[src/udp_punch_peer_table_macros.svh]
// Assertion macros for the file that carries concurrent checks.
// They expect a clock named clk and an active-low reset named arst_n in scope.
`ifndef UDP_PUNCH_PEER_TABLE_MACROS_SVH
`define UDP_PUNCH_PEER_TABLE_MACROS_SVH

// The consequent must hold in the same cycle as the antecedent.
`define UPPT_ASSERT_NOW(label, ante, cons, msg) \
	label: assert property (@(posedge clk) disable iff (!arst_n) (ante) |-> (cons)) \
		else $error(msg);

// The consequent must hold in the cycle after the antecedent.
`define UPPT_ASSERT_NEXT(label, ante, cons, msg) \
	label: assert property (@(posedge clk) disable iff (!arst_n) (ante) |=> (cons)) \
		else $error(msg);

`endif

[src/uppt_pkg.sv]
package uppt_pkg;

	localparam int PEER_SLOTS  = 8;
	localparam int IDX_W       = (PEER_SLOTS > 1) ? $clog2(PEER_SLOTS) : 1;
	localparam int MAX_RESULTS = 8;
	localparam int CNT_W       = $clog2(MAX_RESULTS + 1);

	localparam int ACT_W     = 3;
	localparam int ADDR_W    = 48;
	localparam int NONCE_W   = 32;
	localparam int TIME_W    = 32;
	localparam int KIND_W    = 3;
	localparam int SLOT_W    = 3;
	localparam int IVAL_W    = 16;
	localparam int ATT_W     = 8;
	localparam int CFG_IDX_W = 2;
	localparam int CFG_DAT_W = 16;

	localparam logic [IVAL_W-1:0] IVAL_RESET   = IVAL_W'(750);
	localparam logic [ATT_W-1:0]  MAXATT_RESET = ATT_W'(8);

	typedef enum logic [ACT_W-1:0] {
		ACT_TICK   = 3'd0,
		ACT_BEGIN  = 3'd1,
		ACT_PUNCH  = 3'd2,
		ACT_PONG   = 3'd3,
		ACT_KALIVE = 3'd4,
		ACT_CLEAR  = 3'd5
	} act_t;

	typedef enum logic [KIND_W-1:0] {
		KIND_NONE    = 3'd0,
		KIND_PUNCH   = 3'd1,
		KIND_PONG    = 3'd2,
		KIND_KALIVE  = 3'd3,
		KIND_EXPIRED = 3'd4
	} kind_t;

	typedef enum logic [CFG_IDX_W-1:0] {
		CFG_PUNCH_EN = 2'd0,
		CFG_IVAL     = 2'd1,
		CFG_MAXATT   = 2'd2,
		CFG_KA_EN    = 2'd3
	} cfg_reg_t;

	typedef enum logic [1:0] {
		ST_IDLE   = 2'd0,
		ST_SWEEP  = 2'd1,
		ST_COMMIT = 2'd2,
		ST_FLUSH  = 2'd3
	} st_t;

	typedef enum logic [2:0] {
		CMD_NONE    = 3'd0,
		CMD_CLAIM   = 3'd1,
		CMD_REFRESH = 3'd2,
		CMD_ACK     = 3'd3,
		CMD_CLEAR   = 3'd4
	} cmd_op_t;

	typedef struct packed {
		logic               tick;
		logic [ADDR_W-1:0]  addr;
		logic [NONCE_W-1:0] nonce;
		logic [TIME_W-1:0]  now;
		logic               ka_en;
		logic [IVAL_W-1:0]  ival;
		logic [ATT_W-1:0]   max_att;
	} bcast_t;

	typedef struct packed {
		logic              valid;
		logic              found;
		logic [IDX_W-1:0]  fidx;
		logic              free;
		logic [IDX_W-1:0]  free_idx;
		logic [IDX_W-1:0]  best_idx;
		logic [TIME_W-1:0] best_start;
	} probe_t;

	typedef struct packed {
		cmd_op_t          op;
		logic [IDX_W-1:0] tgt;
	} cmd_t;

	typedef struct packed {
		logic               valid;
		kind_t              kind;
		logic [ADDR_W-1:0]  addr;
		logic [NONCE_W-1:0] nonce;
		logic [SLOT_W-1:0]  slot;
	} ev_t;

	typedef struct packed {
		kind_t              kind;
		logic [ADDR_W-1:0]  addr;
		logic [NONCE_W-1:0] nonce;
		logic [SLOT_W-1:0]  slot;
		logic               last;
	} res_t;

	typedef struct packed {
		logic ev_ready;
		logic fin_ready;
		logic pend_valid;
	} col_st_t;

	function automatic logic [SLOT_W-1:0] to_slot(input logic [IDX_W-1:0] idx);
		logic [SLOT_W+IDX_W-1:0] wide;
		wide = {{SLOT_W{1'b0}}, idx};
		return wide[SLOT_W-1:0];
	endfunction

endpackage

[src/udp_punch_peer_table.sv]
// Channel   Handshake                  Payload
// item      item_valid / item_stall    action, peer_address, nonce, now_ms
// result    result_valid / result_stall kind, dest_address, packet_nonce, slot, last
// config    cfg_valid / cfg_ready      cfg_index, cfg_data
//
// A probe walks the row of slot cells one cell per cycle unless an event waits on a
// stalled output. A tick goes through a sweep and then a flush before the next item is
// taken; a begin or a received punch, pong or keepalive adds a commit after the sweep.
// A clear, an undefined action, or a tick or begin with punching off goes to the flush.
// An event or the final result that waits on a stalled output holds the item longer.
// Reset is asynchronous and active low; the table comes up empty with register defaults.
`include "udp_punch_peer_table_macros.svh"

module udp_punch_peer_table (
	input  logic                                clk,
	input  logic                                arst_n,
	input  logic                                item_valid,
	output logic                                item_stall,
	input  logic [uppt_pkg::ACT_W-1:0]          action,
	input  logic [uppt_pkg::ADDR_W-1:0]         peer_address,
	input  logic signed [uppt_pkg::NONCE_W-1:0] nonce,
	input  logic [uppt_pkg::TIME_W-1:0]         now_ms,
	output logic                                result_valid,
	input  logic                                result_stall,
	output logic [uppt_pkg::KIND_W-1:0]         kind,
	output logic [uppt_pkg::ADDR_W-1:0]         dest_address,
	output logic signed [uppt_pkg::NONCE_W-1:0] packet_nonce,
	output logic [uppt_pkg::SLOT_W-1:0]         slot,
	output logic                                last,
	input  logic                                cfg_valid,
	output logic                                cfg_ready,
	input  logic [uppt_pkg::CFG_IDX_W-1:0]      cfg_index,
	input  logic [uppt_pkg::CFG_DAT_W-1:0]      cfg_data
);

	uppt_pkg::st_t                 state_q;
	uppt_pkg::st_t                 state_nxt;
	uppt_pkg::act_t                act_q;
	logic [uppt_pkg::ADDR_W-1:0]   addr_q;
	logic [uppt_pkg::NONCE_W-1:0]  nonce_q;
	logic [uppt_pkg::TIME_W-1:0]   now_q;
	logic                          start_q;
	uppt_pkg::probe_t              res_q;

	logic                          en_q;
	logic [uppt_pkg::IVAL_W-1:0]   ival_q;
	logic [uppt_pkg::ATT_W-1:0]    maxatt_q;
	logic                          ka_q;

	logic                          acc;
	logic                          go_sweep;
	logic                          adv;
	logic                          fin;
	logic [uppt_pkg::IDX_W-1:0]    tgt;
	uppt_pkg::bcast_t              bc;
	uppt_pkg::cmd_t                cmd;
	uppt_pkg::ev_t                 ctrl_ev;
	uppt_pkg::ev_t                 cells_ev;
	uppt_pkg::ev_t                 col_ev;
	uppt_pkg::probe_t              prb [uppt_pkg::PEER_SLOTS+1];
	uppt_pkg::ev_t                 cev [uppt_pkg::PEER_SLOTS];
	logic [uppt_pkg::PEER_SLOTS:0] prb_vld;
	uppt_pkg::res_t                res;
	uppt_pkg::col_st_t             col_st;

	assign item_stall = (state_q != uppt_pkg::ST_IDLE);
	assign acc        = item_valid && !item_stall;
	assign cfg_ready  = 1'b1;
	assign adv        = col_st.ev_ready;

	always_ff @(posedge clk or negedge arst_n) begin
		if (!arst_n) begin
			en_q     <= 1'b0;
			ival_q   <= uppt_pkg::IVAL_RESET;
			maxatt_q <= uppt_pkg::MAXATT_RESET;
			ka_q     <= 1'b1;
		end else if (cfg_valid && cfg_ready) begin
			case (uppt_pkg::cfg_reg_t'(cfg_index))
				uppt_pkg::CFG_PUNCH_EN: en_q     <= cfg_data[0];
				uppt_pkg::CFG_IVAL:     ival_q   <= cfg_data;
				uppt_pkg::CFG_MAXATT:   maxatt_q <= cfg_data[uppt_pkg::ATT_W-1:0];
				uppt_pkg::CFG_KA_EN:    ka_q     <= cfg_data[0];
				default: ;
			endcase
		end
	end

	always_comb begin
		case (uppt_pkg::act_t'(action))
			uppt_pkg::ACT_TICK, uppt_pkg::ACT_BEGIN: go_sweep = en_q;
			uppt_pkg::ACT_PUNCH, uppt_pkg::ACT_PONG, uppt_pkg::ACT_KALIVE: go_sweep = 1'b1;
			default: go_sweep = 1'b0;
		endcase
	end

	always_comb begin
		state_nxt = state_q;
		case (state_q)
			uppt_pkg::ST_IDLE: begin
				if (acc) begin
					state_nxt = go_sweep ? uppt_pkg::ST_SWEEP : uppt_pkg::ST_FLUSH;
				end
			end
			uppt_pkg::ST_SWEEP: begin
				if (prb[uppt_pkg::PEER_SLOTS].valid) begin
					state_nxt = (act_q == uppt_pkg::ACT_TICK) ?
						uppt_pkg::ST_FLUSH : uppt_pkg::ST_COMMIT;
				end
			end
			uppt_pkg::ST_COMMIT: state_nxt = uppt_pkg::ST_FLUSH;
			uppt_pkg::ST_FLUSH: begin
				if (col_st.fin_ready) begin
					state_nxt = uppt_pkg::ST_IDLE;
				end
			end
			default: state_nxt = uppt_pkg::ST_IDLE;
		endcase
	end

	assign tgt = res_q.found ? res_q.fidx : (res_q.free ? res_q.free_idx : res_q.best_idx);

	always_comb begin
		cmd       = '{op: uppt_pkg::CMD_NONE, tgt: tgt};
		ctrl_ev   = '0;
		ctrl_ev.kind  = uppt_pkg::KIND_PONG;
		ctrl_ev.addr  = addr_q;
		ctrl_ev.nonce = nonce_q;
		ctrl_ev.slot  = uppt_pkg::to_slot(tgt);
		fin       = 1'b0;
		case (state_q)
			uppt_pkg::ST_IDLE: begin
				if (acc && (uppt_pkg::act_t'(action) == uppt_pkg::ACT_CLEAR)) begin
					cmd.op = uppt_pkg::CMD_CLEAR;
				end
			end
			uppt_pkg::ST_COMMIT: begin
				case (act_q)
					uppt_pkg::ACT_BEGIN: begin
						cmd.op = res_q.found ? uppt_pkg::CMD_REFRESH : uppt_pkg::CMD_CLAIM;
					end
					uppt_pkg::ACT_PUNCH: begin
						cmd.op        = res_q.found ? uppt_pkg::CMD_REFRESH : uppt_pkg::CMD_CLAIM;
						ctrl_ev.valid = 1'b1;
					end
					uppt_pkg::ACT_PONG: begin
						cmd.op = res_q.found ? uppt_pkg::CMD_ACK : uppt_pkg::CMD_NONE;
					end
					uppt_pkg::ACT_KALIVE: begin
						cmd.op        = res_q.found ? uppt_pkg::CMD_ACK : uppt_pkg::CMD_NONE;
						ctrl_ev.valid = res_q.found;
					end
					default: ;
				endcase
			end
			uppt_pkg::ST_FLUSH: fin = 1'b1;
			default: ;
		endcase
	end

	always_ff @(posedge clk or negedge arst_n) begin
		if (!arst_n) begin
			state_q <= uppt_pkg::ST_IDLE;
			start_q <= 1'b0;
		end else begin
			state_q <= state_nxt;
			if (acc && go_sweep) begin
				start_q <= 1'b1;
			end else if (adv) begin
				start_q <= 1'b0;
			end
		end
	end

	always_ff @(posedge clk) begin
		if (acc) begin
			act_q   <= uppt_pkg::act_t'(action);
			addr_q  <= peer_address;
			nonce_q <= $unsigned(nonce);
			now_q   <= now_ms;
		end
		if ((state_q == uppt_pkg::ST_SWEEP) && prb[uppt_pkg::PEER_SLOTS].valid) begin
			res_q <= prb[uppt_pkg::PEER_SLOTS];
		end
	end

	assign bc = '{tick: (act_q == uppt_pkg::ACT_TICK), addr: addr_q, nonce: nonce_q,
		now: now_q, ka_en: ka_q, ival: ival_q, max_att: maxatt_q};

	always_comb begin
		prb[0]       = '0;
		prb[0].valid = start_q;
	end

	for (genvar g = 0; g < uppt_pkg::PEER_SLOTS; g++) begin : g_cell
		uppt_cell u_cell (
			.clk      (clk),
			.arst_n   (arst_n),
			.cell_idx (uppt_pkg::IDX_W'(g)),
			.bc       (bc),
			.cmd      (cmd),
			.adv      (adv),
			.prb_in   (prb[g]),
			.prb_out  (prb[g+1]),
			.ev       (cev[g])
		);
	end

	always_comb begin
		cells_ev = '0;
		for (int i = 0; i < uppt_pkg::PEER_SLOTS; i++) begin
			cells_ev = cells_ev | cev[i];
		end
	end

	always_comb begin
		for (int i = 0; i <= uppt_pkg::PEER_SLOTS; i++) begin
			prb_vld[i] = prb[i].valid;
		end
	end

	assign col_ev = (state_q == uppt_pkg::ST_COMMIT) ? ctrl_ev : cells_ev;

	uppt_collect u_collect (
		.clk       (clk),
		.arst_n    (arst_n),
		.ev        (col_ev),
		.fin       (fin),
		.stall     (result_stall),
		.res_valid (result_valid),
		.res       (res),
		.st        (col_st)
	);

	assign kind         = res.kind;
	assign dest_address = res.addr;
	assign packet_nonce = $signed(res.nonce);
	assign slot         = res.slot;
	assign last         = res.last;

	`UPPT_ASSERT_NOW(a_single_probe, 1'b1, $onehot0(prb_vld), "more than one probe in the cell row")
	`UPPT_ASSERT_NOW(a_idle_drained, state_q == uppt_pkg::ST_IDLE, !(|prb_vld) && !col_st.pend_valid, "idle with work still in flight")
	`UPPT_ASSERT_NEXT(a_flush_last, (state_q == uppt_pkg::ST_FLUSH) && col_st.fin_ready, result_valid && last, "finished item without a final result")

endmodule

[src/uppt_cell.sv]
module uppt_cell (
	input  logic                   clk,
	input  logic                   arst_n,
	input  logic [uppt_pkg::IDX_W-1:0] cell_idx,
	input  uppt_pkg::bcast_t       bc,
	input  uppt_pkg::cmd_t         cmd,
	input  logic                   adv,
	input  uppt_pkg::probe_t       prb_in,
	output uppt_pkg::probe_t       prb_out,
	output uppt_pkg::ev_t          ev
);

	logic                           active_q;
	logic                           acked_q;
	logic [uppt_pkg::ADDR_W-1:0]    addr_q;
	logic [uppt_pkg::NONCE_W-1:0]   nonce_q;
	logic [uppt_pkg::TIME_W-1:0]    start_q;
	logic [uppt_pkg::TIME_W-1:0]    last_q;
	logic [uppt_pkg::ATT_W-1:0]     att_q;
	uppt_pkg::probe_t               prb_q;
	uppt_pkg::probe_t               prb_nxt;

	logic                           here;
	logic                           match;
	logic [uppt_pkg::TIME_W-1:0]    diff;
	logic                           ka_due;
	logic                           pu_due;
	logic                           expire;
	logic                           do_ka;
	logic                           do_exp;
	logic                           do_punch;
	logic                           sel;

	assign here  = prb_in.valid;
	assign match = active_q && (addr_q == bc.addr);
	assign diff  = bc.now - last_q;

	assign ka_due = bc.ka_en &&
		($signed(diff) >= $signed({14'd0, bc.ival, 2'b00}));
	assign pu_due = (last_q == '0) || ($signed(diff) >= $signed({16'd0, bc.ival}));
	assign expire = (att_q >= bc.max_att);

	assign do_ka    = here && bc.tick && active_q && acked_q && ka_due;
	assign do_exp   = here && bc.tick && active_q && !acked_q && expire;
	assign do_punch = here && bc.tick && active_q && !acked_q && !expire && pu_due;

	assign sel = (cmd.tgt == cell_idx);

	// Fields stay zero unless this cell reports, as the row's events are ORed together.
	always_comb begin
		ev       = '0;
		ev.kind  = uppt_pkg::KIND_NONE;
		ev.valid = do_ka || do_exp || do_punch;
		if (do_ka) begin
			ev.kind  = uppt_pkg::KIND_KALIVE;
			ev.addr  = addr_q;
			ev.slot  = uppt_pkg::to_slot(cell_idx);
			ev.nonce = nonce_q;
		end else if (do_exp) begin
			ev.kind  = uppt_pkg::KIND_EXPIRED;
			ev.addr  = addr_q;
			ev.slot  = uppt_pkg::to_slot(cell_idx);
			ev.nonce = '0;
		end else if (do_punch) begin
			ev.kind  = uppt_pkg::KIND_PUNCH;
			ev.addr  = addr_q;
			ev.slot  = uppt_pkg::to_slot(cell_idx);
			ev.nonce = nonce_q;
		end
	end

	always_comb begin
		prb_nxt = prb_in;
		if (!prb_in.found && match) begin
			prb_nxt.found = 1'b1;
			prb_nxt.fidx  = cell_idx;
		end
		if (!prb_in.free) begin
			if (!active_q) begin
				prb_nxt.free     = 1'b1;
				prb_nxt.free_idx = cell_idx;
			end else if ((cell_idx == '0) ||
				($signed(start_q) < $signed(prb_in.best_start))) begin
				prb_nxt.best_idx   = cell_idx;
				prb_nxt.best_start = start_q;
			end
		end
	end

	always_ff @(posedge clk or negedge arst_n) begin
		if (!arst_n) begin
			prb_q <= '0;
		end else if (adv) begin
			prb_q <= prb_nxt;
		end
	end

	assign prb_out = prb_q;

	always_ff @(posedge clk or negedge arst_n) begin
		if (!arst_n) begin
			active_q <= 1'b0;
			acked_q  <= 1'b0;
		end else if (cmd.op == uppt_pkg::CMD_CLEAR) begin
			active_q <= 1'b0;
			acked_q  <= 1'b0;
		end else if (sel && (cmd.op == uppt_pkg::CMD_CLAIM)) begin
			active_q <= 1'b1;
			acked_q  <= 1'b0;
		end else if (sel && (cmd.op == uppt_pkg::CMD_REFRESH)) begin
			acked_q <= 1'b0;
		end else if (sel && (cmd.op == uppt_pkg::CMD_ACK)) begin
			acked_q <= 1'b1;
		end else if (adv && do_exp) begin
			active_q <= 1'b0;
		end
	end

	always_ff @(posedge clk) begin
		if (sel && (cmd.op == uppt_pkg::CMD_CLAIM)) begin
			addr_q  <= bc.addr;
			nonce_q <= bc.nonce;
			start_q <= bc.now;
			last_q  <= '0;
			att_q   <= '0;
		end else if (sel && (cmd.op == uppt_pkg::CMD_REFRESH)) begin
			if (bc.nonce != '0) begin
				nonce_q <= bc.nonce;
			end
			last_q <= '0;
			att_q  <= '0;
		end else if (adv && do_ka) begin
			last_q <= bc.now;
		end else if (adv && do_punch) begin
			last_q <= bc.now;
			att_q  <= att_q + 1'b1;
		end
	end

endmodule

[src/uppt_collect.sv]
module uppt_collect (
	input  logic               clk,
	input  logic               arst_n,
	input  uppt_pkg::ev_t      ev,
	input  logic               fin,
	input  logic               stall,
	output logic               res_valid,
	output uppt_pkg::res_t     res,
	output uppt_pkg::col_st_t  st
);

	uppt_pkg::ev_t                 pend_q;
	logic                          pend_vld_q;
	logic [uppt_pkg::CNT_W-1:0]    cnt_q;
	uppt_pkg::res_t                out_q;
	logic                          out_vld_q;

	logic                          out_free;
	logic                          push;
	logic                          ev_ready;
	logic                          shift_out;
	logic                          fin_out;

	assign out_free  = !out_vld_q || !stall;
	assign push      = ev.valid && (cnt_q < uppt_pkg::CNT_W'(uppt_pkg::MAX_RESULTS));
	assign ev_ready  = !(push && pend_vld_q && !out_free);
	assign shift_out = push && ev_ready && pend_vld_q;
	assign fin_out   = fin && out_free;

	always_ff @(posedge clk or negedge arst_n) begin
		if (!arst_n) begin
			out_vld_q  <= 1'b0;
			pend_vld_q <= 1'b0;
			cnt_q      <= '0;
		end else begin
			if (shift_out || fin_out) begin
				out_vld_q <= 1'b1;
			end else if (!stall) begin
				out_vld_q <= 1'b0;
			end
			if (fin_out) begin
				pend_vld_q <= 1'b0;
				cnt_q      <= '0;
			end else if (push && ev_ready) begin
				pend_vld_q <= 1'b1;
				cnt_q      <= cnt_q + 1'b1;
			end
		end
	end

	always_ff @(posedge clk) begin
		if (push && ev_ready) begin
			pend_q <= ev;
		end
		if (shift_out) begin
			out_q <= '{kind: pend_q.kind, addr: pend_q.addr, nonce: pend_q.nonce,
				slot: pend_q.slot, last: 1'b0};
		end else if (fin_out) begin
			if (pend_vld_q) begin
				out_q <= '{kind: pend_q.kind, addr: pend_q.addr, nonce: pend_q.nonce,
					slot: pend_q.slot, last: 1'b1};
			end else begin
				out_q <= '{kind: uppt_pkg::KIND_NONE, addr: '0, nonce: '0,
					slot: '0, last: 1'b1};
			end
		end
	end

	assign res_valid     = out_vld_q;
	assign res           = out_q;
	assign st.ev_ready   = ev_ready;
	assign st.fin_ready  = out_free;
	assign st.pend_valid = pend_vld_q;

endmodule
[config.mk]
export PLATFORM = sky130hd
export DESIGN_NAME = udp_punch_peer_table
export DESIGN_NICKNAME = d
export VERILOG_FILES = /design/src/uppt_pkg.sv /design/src/udp_punch_peer_table.sv /design/src/uppt_cell.sv /design/src/uppt_collect.sv
export VERILOG_INCLUDE_DIRS = /design/src /design/src/src
export SDC_FILE = /design/constraint.sdc
export NUM_CORES = 2
export LEC_CHECK = 0
export BUFFER_PORTS_ARGS = -buffer_cell sky130_fd_sc_hd__buf_2
export CORE_ASPECT_RATIO = 2
export CORE_MARGIN = 2
export CORE_UTILIZATION = 45
export CTS_CLUSTER_SIZE = 28
export DETAILED_ROUTE_END_ITERATION = 12
export MAX_ROUTING_LAYER = met4
export SYNTH_ARGS = -nofsm -noshare
export SYNTH_HDL_FRONTEND = slang
export SYNTH_SLANG_ARGS = --single-unit
[constraint.sdc]
create_clock -name clk -period 13.94 [get_ports clk]
set_clock_uncertainty 0.2 [all_clocks]
set_input_delay 2.788 -clock clk [delete_from_list [all_inputs] [get_ports clk]]
set_output_delay 2.788 -clock clk [all_outputs]
set_load 0.02 [all_outputs]
# == Word level (Yosys, flattened, before mapping) ==
# Cells that the tools add are included.
# W data, S select, Z words.
# word_totals
register_bits,1886
input_bits,138
out_inout_bits,90
wordCells,749
# classes
n_addsub,17
magnitude_cmp,32
n_eq_ne,55
muxes,195
n_bitwise,15
n_reduce_logical,297
# op_table
op,n
$mux W86,16
$mux W32,34
$mux W84,8
$or A87 B87 Y87,7
$mux W35,14
$eq A48 B48 Y1,8
$mux W87,4
$mux W39,7
$ge A32 B17 Y1,8
$ge A32 B19 Y1,8
$logic_not A32 Y1,8
$sub A32 B32 Y32,8
$lt A32 B32 Y1,7
$logic_and A1 B1 Y1,145
$mux W1,80
$mux W4,18
$add A8 B1 Y8 const B,8
$ge A8 B8 Y1,8
$reduce_bool A2 Y1,27
$ne A3 B2 Y1 const B,14
$reduce_and A2 Y1,20
$reduce_bool A32 Y1,1
$reduce_bool A4 Y1,8
$logic_not A1 Y1,28
other kinds (24),117

# == Depth between registers and ports, before layout ==
# logic_depth
word_depth,27
depth_mapped,31
mapped_depth_nobuf,26

# == Cells and area by module ==
# From an unflattened synthesis, not the netlist that was laid out.
# unflattened
hier_cells,11145
area_unflattened_um2,113879.2
# by_module_without_submodules
module,n_inst,cells_per_inst,area_per_inst_um2,seq_area_each_um2
uppt_cell (g_cell[1].u_cell ...),4,1266,12334.3,5315.1
uppt_cell (g_cell[0].u_cell),1,1365,12923.6,5315.1
uppt_cell (g_cell[5].u_cell),1,1268,12624.6,5315.1
uppt_cell (g_cell[6].u_cell),1,1274,12524.5,5315.1
uppt_cell (g_cell[7].u_cell),1,1265,12478.2,5315.1
udp_punch_peer_table,1,602,7722.4,4520.6
uppt_collect,1,307,6268.5,5335.1

# == Worst setup path before layout ==
# Ideal clock, no wire load.
# synth_timing
kind,input-to-reg
startpoint,input item_valid
endpoint,register g_cell[0].u_cell.addr_q[0] (netlist bit) (enable)
setup_ps,519
t_arrival_ps,8943
required_ps,13221
slack_ps,4278
cell_stages,7
n_path_buf,1
path_cell_list,and2_1 nand4b_1 nand2_1 nor3_1 nand2_1 clkbuf_1 nor2_1
# synth_via
elab_chain_cells,6
# synth_lines
element,line,text
"start, declared",udp_punch_peer_table.sv:17,"input logic item_valid,"
$logic_and A1 B1 Y1,udp_punch_peer_table.sv:67,assign acc = item_valid && !item_stall;
$logic_and A1 B1 Y1,udp_punch_peer_table.sv:132,if (acc && (uppt_pkg::act_t'(action) == uppt_pkg::ACT_CLEAR)) begin
$mux W3,udp_punch_peer_table.sv:132,
$pmux W3 S2,udp_punch_peer_table.sv:130,case (state_q)
$eq A3 B1 Y1,uppt_cell.sv:120,if (sel && (cmd.op == uppt_pkg::CMD_CLAIM)) begin
$logic_and A1 B1 Y1,uppt_cell.sv:120,
"end signal, assigned",uppt_cell.sv:121,addr_q <= bc.addr;
"end, declared",uppt_cell.sv:15,logic [uppt_pkg::ADDR_W-1:0] addr_q;
# No other way between the ends.
# A chain may end at the register's enable or synchronous reset.

# == Worst setup path after layout ==
# layout_timing
startpoint,register now_q[0] (netlist bit)
endpoint,"register g_cell[6].u_cell.prb_q, in the netlist g_cell[6].u_cell.prb_out[18]"
# layout_via
elab_chain_cells,17
word_cells_on_any_way,83
cone_classes,8 x add/sub; 16 x order compare; 1 x mux; 7 x bitwise; 51 x reduce/logical
# layout_lines
element,line,text
"start, declared",udp_punch_peer_table.sv:41,logic [uppt_pkg::TIME_W-1:0] now_q;
"start signal, assigned",udp_punch_peer_table.sv:179,now_q <= now_ms;
$sub A32 B32 Y32,uppt_cell.sv:36,assign diff = bc.now - last_q;
$ge A32 B19 Y1,uppt_cell.sv:39,"($signed(diff) >= $signed({14'd0, bc.ival, 2'b00}));"
$logic_and A1 B1 Y1,uppt_cell.sv:38,assign ka_due = bc.ka_en &&
$logic_and A1 B1 Y1,uppt_cell.sv:43,assign do_ka = here && bc.tick && active_q && acked_q && ka_due;
$logic_or A1 B1 Y1 (2 in a row),uppt_cell.sv:53,ev.valid = do_ka || do_exp || do_punch;
$or A87 B87 Y87 (6 in a row),udp_punch_peer_table.sv:211,cells_ev = cells_ev | cev[i];
$or A87 B87 Y87 *,udp_punch_peer_table.sv:211,
$mux W87 *,udp_punch_peer_table.sv:221,assign col_ev = (state_q == uppt_pkg::ST_COMMIT) ? ctrl_ev : cells_ev;
$logic_and A1 B1 Y1 *,uppt_collect.sv:25,assign push = ev.valid && (cnt_q < uppt_pkg::CNT_W'(uppt_pkg::MAX_RESULTS));
$logic_and A1 B1 Y1 * (2 in a row),uppt_collect.sv:26,assign ev_ready = !(push && pend_vld_q && !out_free);
"end signal, assigned",uppt_cell.sv:94,prb_q <= prb_nxt;
"end, declared",uppt_cell.sv:20,uppt_pkg::probe_t prb_q;
# Every way passes the cells marked *; elsewhere a longest branch is shown, timed or not.

==> metrics.md <==
| Metric | Value |
|---|---|
| DRC Markers | `0` |
| Layout cells sized above 1 | `8.43%` |
| # fillers | `20,300` |
| Setup crit end kind | `register` |
| GRT Resource Usage Total | `33.2%` |
| Mapped Cells | `9,594` |
| Die width | `339 um` |
| Core Rows | `245` |
| Fin crit share | `64.5%` |
| Required @ worst endpoint | `14.41 ns` |
| Register area | `0.0511 mm2` |
| Root Driver | `clkbuf_16` |
| DP Area | `0.106 mm2` |
| Critical path peak fanout | `209` |
| H-tree depth | `4` |
| Mapped Area | `0.101 mm2` |
| Via count | `77,600` |
| Yosys reg bits | `1,865` |
| Post-synthesis compound-gate area fraction | `15.4%` |
| Port Buf Inserts | `226` |
| Post-synthesis adder-cell area fraction | `10.1%` |
| Slew Viols, Final | `2` |
| Wire per inst | `29.2 um` |
| Hold path depth | `0` |
| Core box area | `0.223 mm2` |
| Worst Hold Class | `reg2reg` |
| Most used DFF post-synth | `edfxtp_1` |
| # setup viols final | `0` |
| Largest net degree at the start of global routing | `210` |
| XOR/XNOR Fraction of Synth Area | `4.90%` |
| Cts repair resizes | `0` |
| DRT Pass-1 Iters | `6` |
| Final instance area | `0.112 mm2` |
| Static Leakage | `0.0412 uW` |
| Fmax achieved | `0.111 GHz` |
| Syn. warnings | `0` |
| Max-cap violations | `1` |
| Clock latency at the later pin of the worst-skew pair | `0.89 ns` |
| Pwr dens | `104 mW/mm2` |
| GR Overflow Total | `0` |
| R2R Setup Slk | `4.95 ns` |
| Arr. time, crit path | `9.46 ns` |
| Sink Count | `1,865` |
| CTS Buf Count | `183` |
| Initial antenna violation count | `31` |
| Dpl hpwl | `269,000 um` |
| Die H | `674 um` |
| Post-route minimum period | `8.99 ns` |
| Hold Path End | `res_q[41]` |
| Wire length of the first global-routing pass | `536,000 um` |
| Area of the multi-input gates | `0.0460 mm2` |
| Setup TNS | `0 ns` |
| Worst reg2reg path endpoint | `g_cell[6].u_cell.prb_out[18]` |
| Failing checks | `capacitance limit, slew limit` |
| Status | `complete, but fails checks` |
| Main combinational cell family by area after synthesis | `compound AO/OA/AOI/OAI gates` |
| Synth Area in Simple Gates | `12.2%` |
| Min-Delay Startpoint | `g_cell[7].u_cell.prb_out[41]` |
| Routed Antenna Nets | `0` |
| Post-CTS Hold Fix Bufs | `0` |
| Post-synthesis sequential area ratio | `50.6%` |
| Max VDD drop | `0.100 mV` |
| Post-synth EDFFs | `1,194` |
| Layout Nets | `10,700` |
| GP Congestion | `1.05` |
| Setup repair after global routing missed its margin | `no` |
| Routed wire length | `375,000 um` |
| Crit path launch type | `register` |
| Synth cell types | `104` |
| Actual slew at the worst max-slew pin | `1.52 ns` |
| Fin. Hold Viols | `0` |
| I/O pin cnt | `228` |
| R2r worst-path depth | `26` |
| Initial Util | `45.3%` |
| Critical path start-end classification | `reg2reg` |
| CTS tree | `yes` |
| Clk slew on worst S/H paths | `0.07 ns` |
| Post-synthesis mux area share | `2.60%` |
| Die footprint | `0.228 mm2` |
| Bufs on Longest Clock Path | `4` |
| Avg Vias per Cell | `6.03` |
| Async SR Flop Fraction | `18.8%` |
| Area added between synthesis and finish | `11.0%` |
| Syn_nets | `10,500` |
| Post-CTS Setup Bufs | `0` |
| Max_slew headroom | `-2.36%` |
| Most common cell after layout, fill and taps aside | `edfxtp_1` |
| FF-to-FF Start | `now_q[0]` |
| Most frequent cells in the layout | `edfxtp_1, nand2_1, ha_1` |
| Mean Syn Cell Area | `10.5 um2` |
| DRC violation total after the first TritonRoute iteration | `5,946` |
| Vias in the first global route | `78,600` |
==> worst max-delay path: stages (launching register included) <==
cell	delay, ns
edfxtp_1	0.36
buf_4	0.25
inv_1	0.52
ha_1	0.28
inv_1	0.06
fa_1	0.42
a211oi_1	0.31
o21ai_0	0.17
a31oi_1	0.36
o221ai_1	0.38
xnor2_1	0.32
inv_1	0.07
ha_1	0.30
nand4_1	0.09
nor3_1	0.15
o21ai_0	0.10
o21ai_0	0.52
a22o_1	0.22
nand2_1	0.05
o211ai_1	0.10
buf_4	0.55
nor3_2	0.14
a31oi_4	0.27
buf_12	0.38
buf_12	0.58
buf_4	0.85
o21ai_0	0.26
==> worst max-delay path by stage <==
stage,start,to
2_1_floorplan,item_valid,g_cell[0].u_cell.addr_q[0]
3_3_place_gp,now_q[0],g_cell[5].u_cell.prb_out[11]
3_5_place_dp,now_q[0],g_cell[6].u_cell.prb_out[18]
4_1_cts,now_q[0],g_cell[6].u_cell.prb_out[18]
5_1_grt,now_q[0],g_cell[6].u_cell.prb_out[18]
6_report,now_q[0],g_cell[6].u_cell.prb_out[18]
==> flip-flops by register name, indices dropped and copies added, names as in the netlist <==
| register | count |
|---|---|
| g_cell.u_cell.addr_q | 384 |
| g_cell.u_cell.prb_out | 299 |
| g_cell.u_cell.last_q | 256 |
| g_cell.u_cell.nonce_q | 256 |
| g_cell.u_cell.start_q | 256 |
| u_collect.res | 87 |
| u_collect.pend_q | 86 |
| g_cell.u_cell.att_q | 64 |
| addr_q | 48 |
| nonce_q | 32 |
| now_q | 32 |
| ival_q | 16 |
| res_q | 11 |
| g_cell.u_cell.acked_q | 8 |
| g_cell.u_cell.active_q | 8 |
| maxatt_q | 8 |
| u_collect.cnt_q | 4 |
| act_q | 3 |
| state_q | 2 |
| en_q | 1 |
| ka_q | 1 |
| start_q | 1 |
| u_collect.pend_vld_q | 1 |
| u_collect.res_valid | 1 |
==> final cells by class <==
cell class              count  share of cell area, %
flip-flops and latches   1865                   45.6
multi-input cells        6604                   41.1
clock buffers             248                   4.59
well taps                2964                   3.31
inverters                 696                   2.34
repair buffers            395                   2.20
clock inverters            78                  0.854
diodes                     20                 0.0447
==> cell usage after synthesis (all sizes together) (19+ instances only) <==
cell     instances  area, um2
or2             21        131
and4            22        193
or3             34        213
nor2b           91        569
nor3           113        571
edfxtp        1194      35900
inv            696       2610
a221oi         132       1160
o21ai          571       2860
nand4          188       1180
xor2           275       2410
ha             799      10000
a2111oi         20        176
nand2          952       3570
dfrtp          341       8530
a211oi          63        483
o22ai           27        169
o31ai           25        188
nand2b          75        469
nand3          196        986
mux2            39        439
a22oi          165       1240
nor3b           20        150
a21boi          19        143
o21a            62        465
o21bai          21        158
buf             42        200
or4             21        161
nor2           472       1770
clkbuf         386       1490
a31oi           58        369
nor4           158       1010
a21oi          746       3730
o211ai          45        338
and3            39        244
a221o           61        611
and2           117        732
xnor2          289       2530
a21o           179       1340
a32oi           52        455
mux2i          218       2180
dfxtp          321       6430
==> where the power goes <==
group | leakage, uW | internal, uW | switching [uW]
Sequential | 0.0181 | 5840 | 12.0
Combinational | 0.0201 | 195 | 344
Clock | 0.00297 | 2930 | 2270
==> cells by family (layout without fill, tap and decap cells) <==
logic type	after synthesis	after routing
flops	1865	1865
compound gates	2417	2417
xor+xnor	564	564
fa+ha+maj	807	807
mux	257	257
other cells	1	21
buf+inv	1125	1417
simple gates	2558	2558
==> routing by layer <==
layer,track usage (%),part of all wire (%)
met4,27.0,9.8
met5,-,0
met3,4.39,5.1
met2,58.5,51
met1,32.8,34
==> stage by stage <==
stage | total power, uW | std cells | hold WS [ns] | utilization [%] | worst slack (ns)
after CTS | 11700 | 12900 | 0.237 | 50.2 | 5.05
after detailed placement | 6510 | 12500 | 0.233 | 47.5 | 5.07
after global routing | 11900 | 12900 | 0.233 | 50.2 | 4.38
final | 11600 | 12900 | 0.238 | 50.2 | 4.95
after global placement | 6500 | 12500 | 0.231 | 47.5 | 5.19
after floorplan | 6270 | 9594 | 0.225 | - | 4.28
No activity file was read; power rests on OpenSTA's default activity.
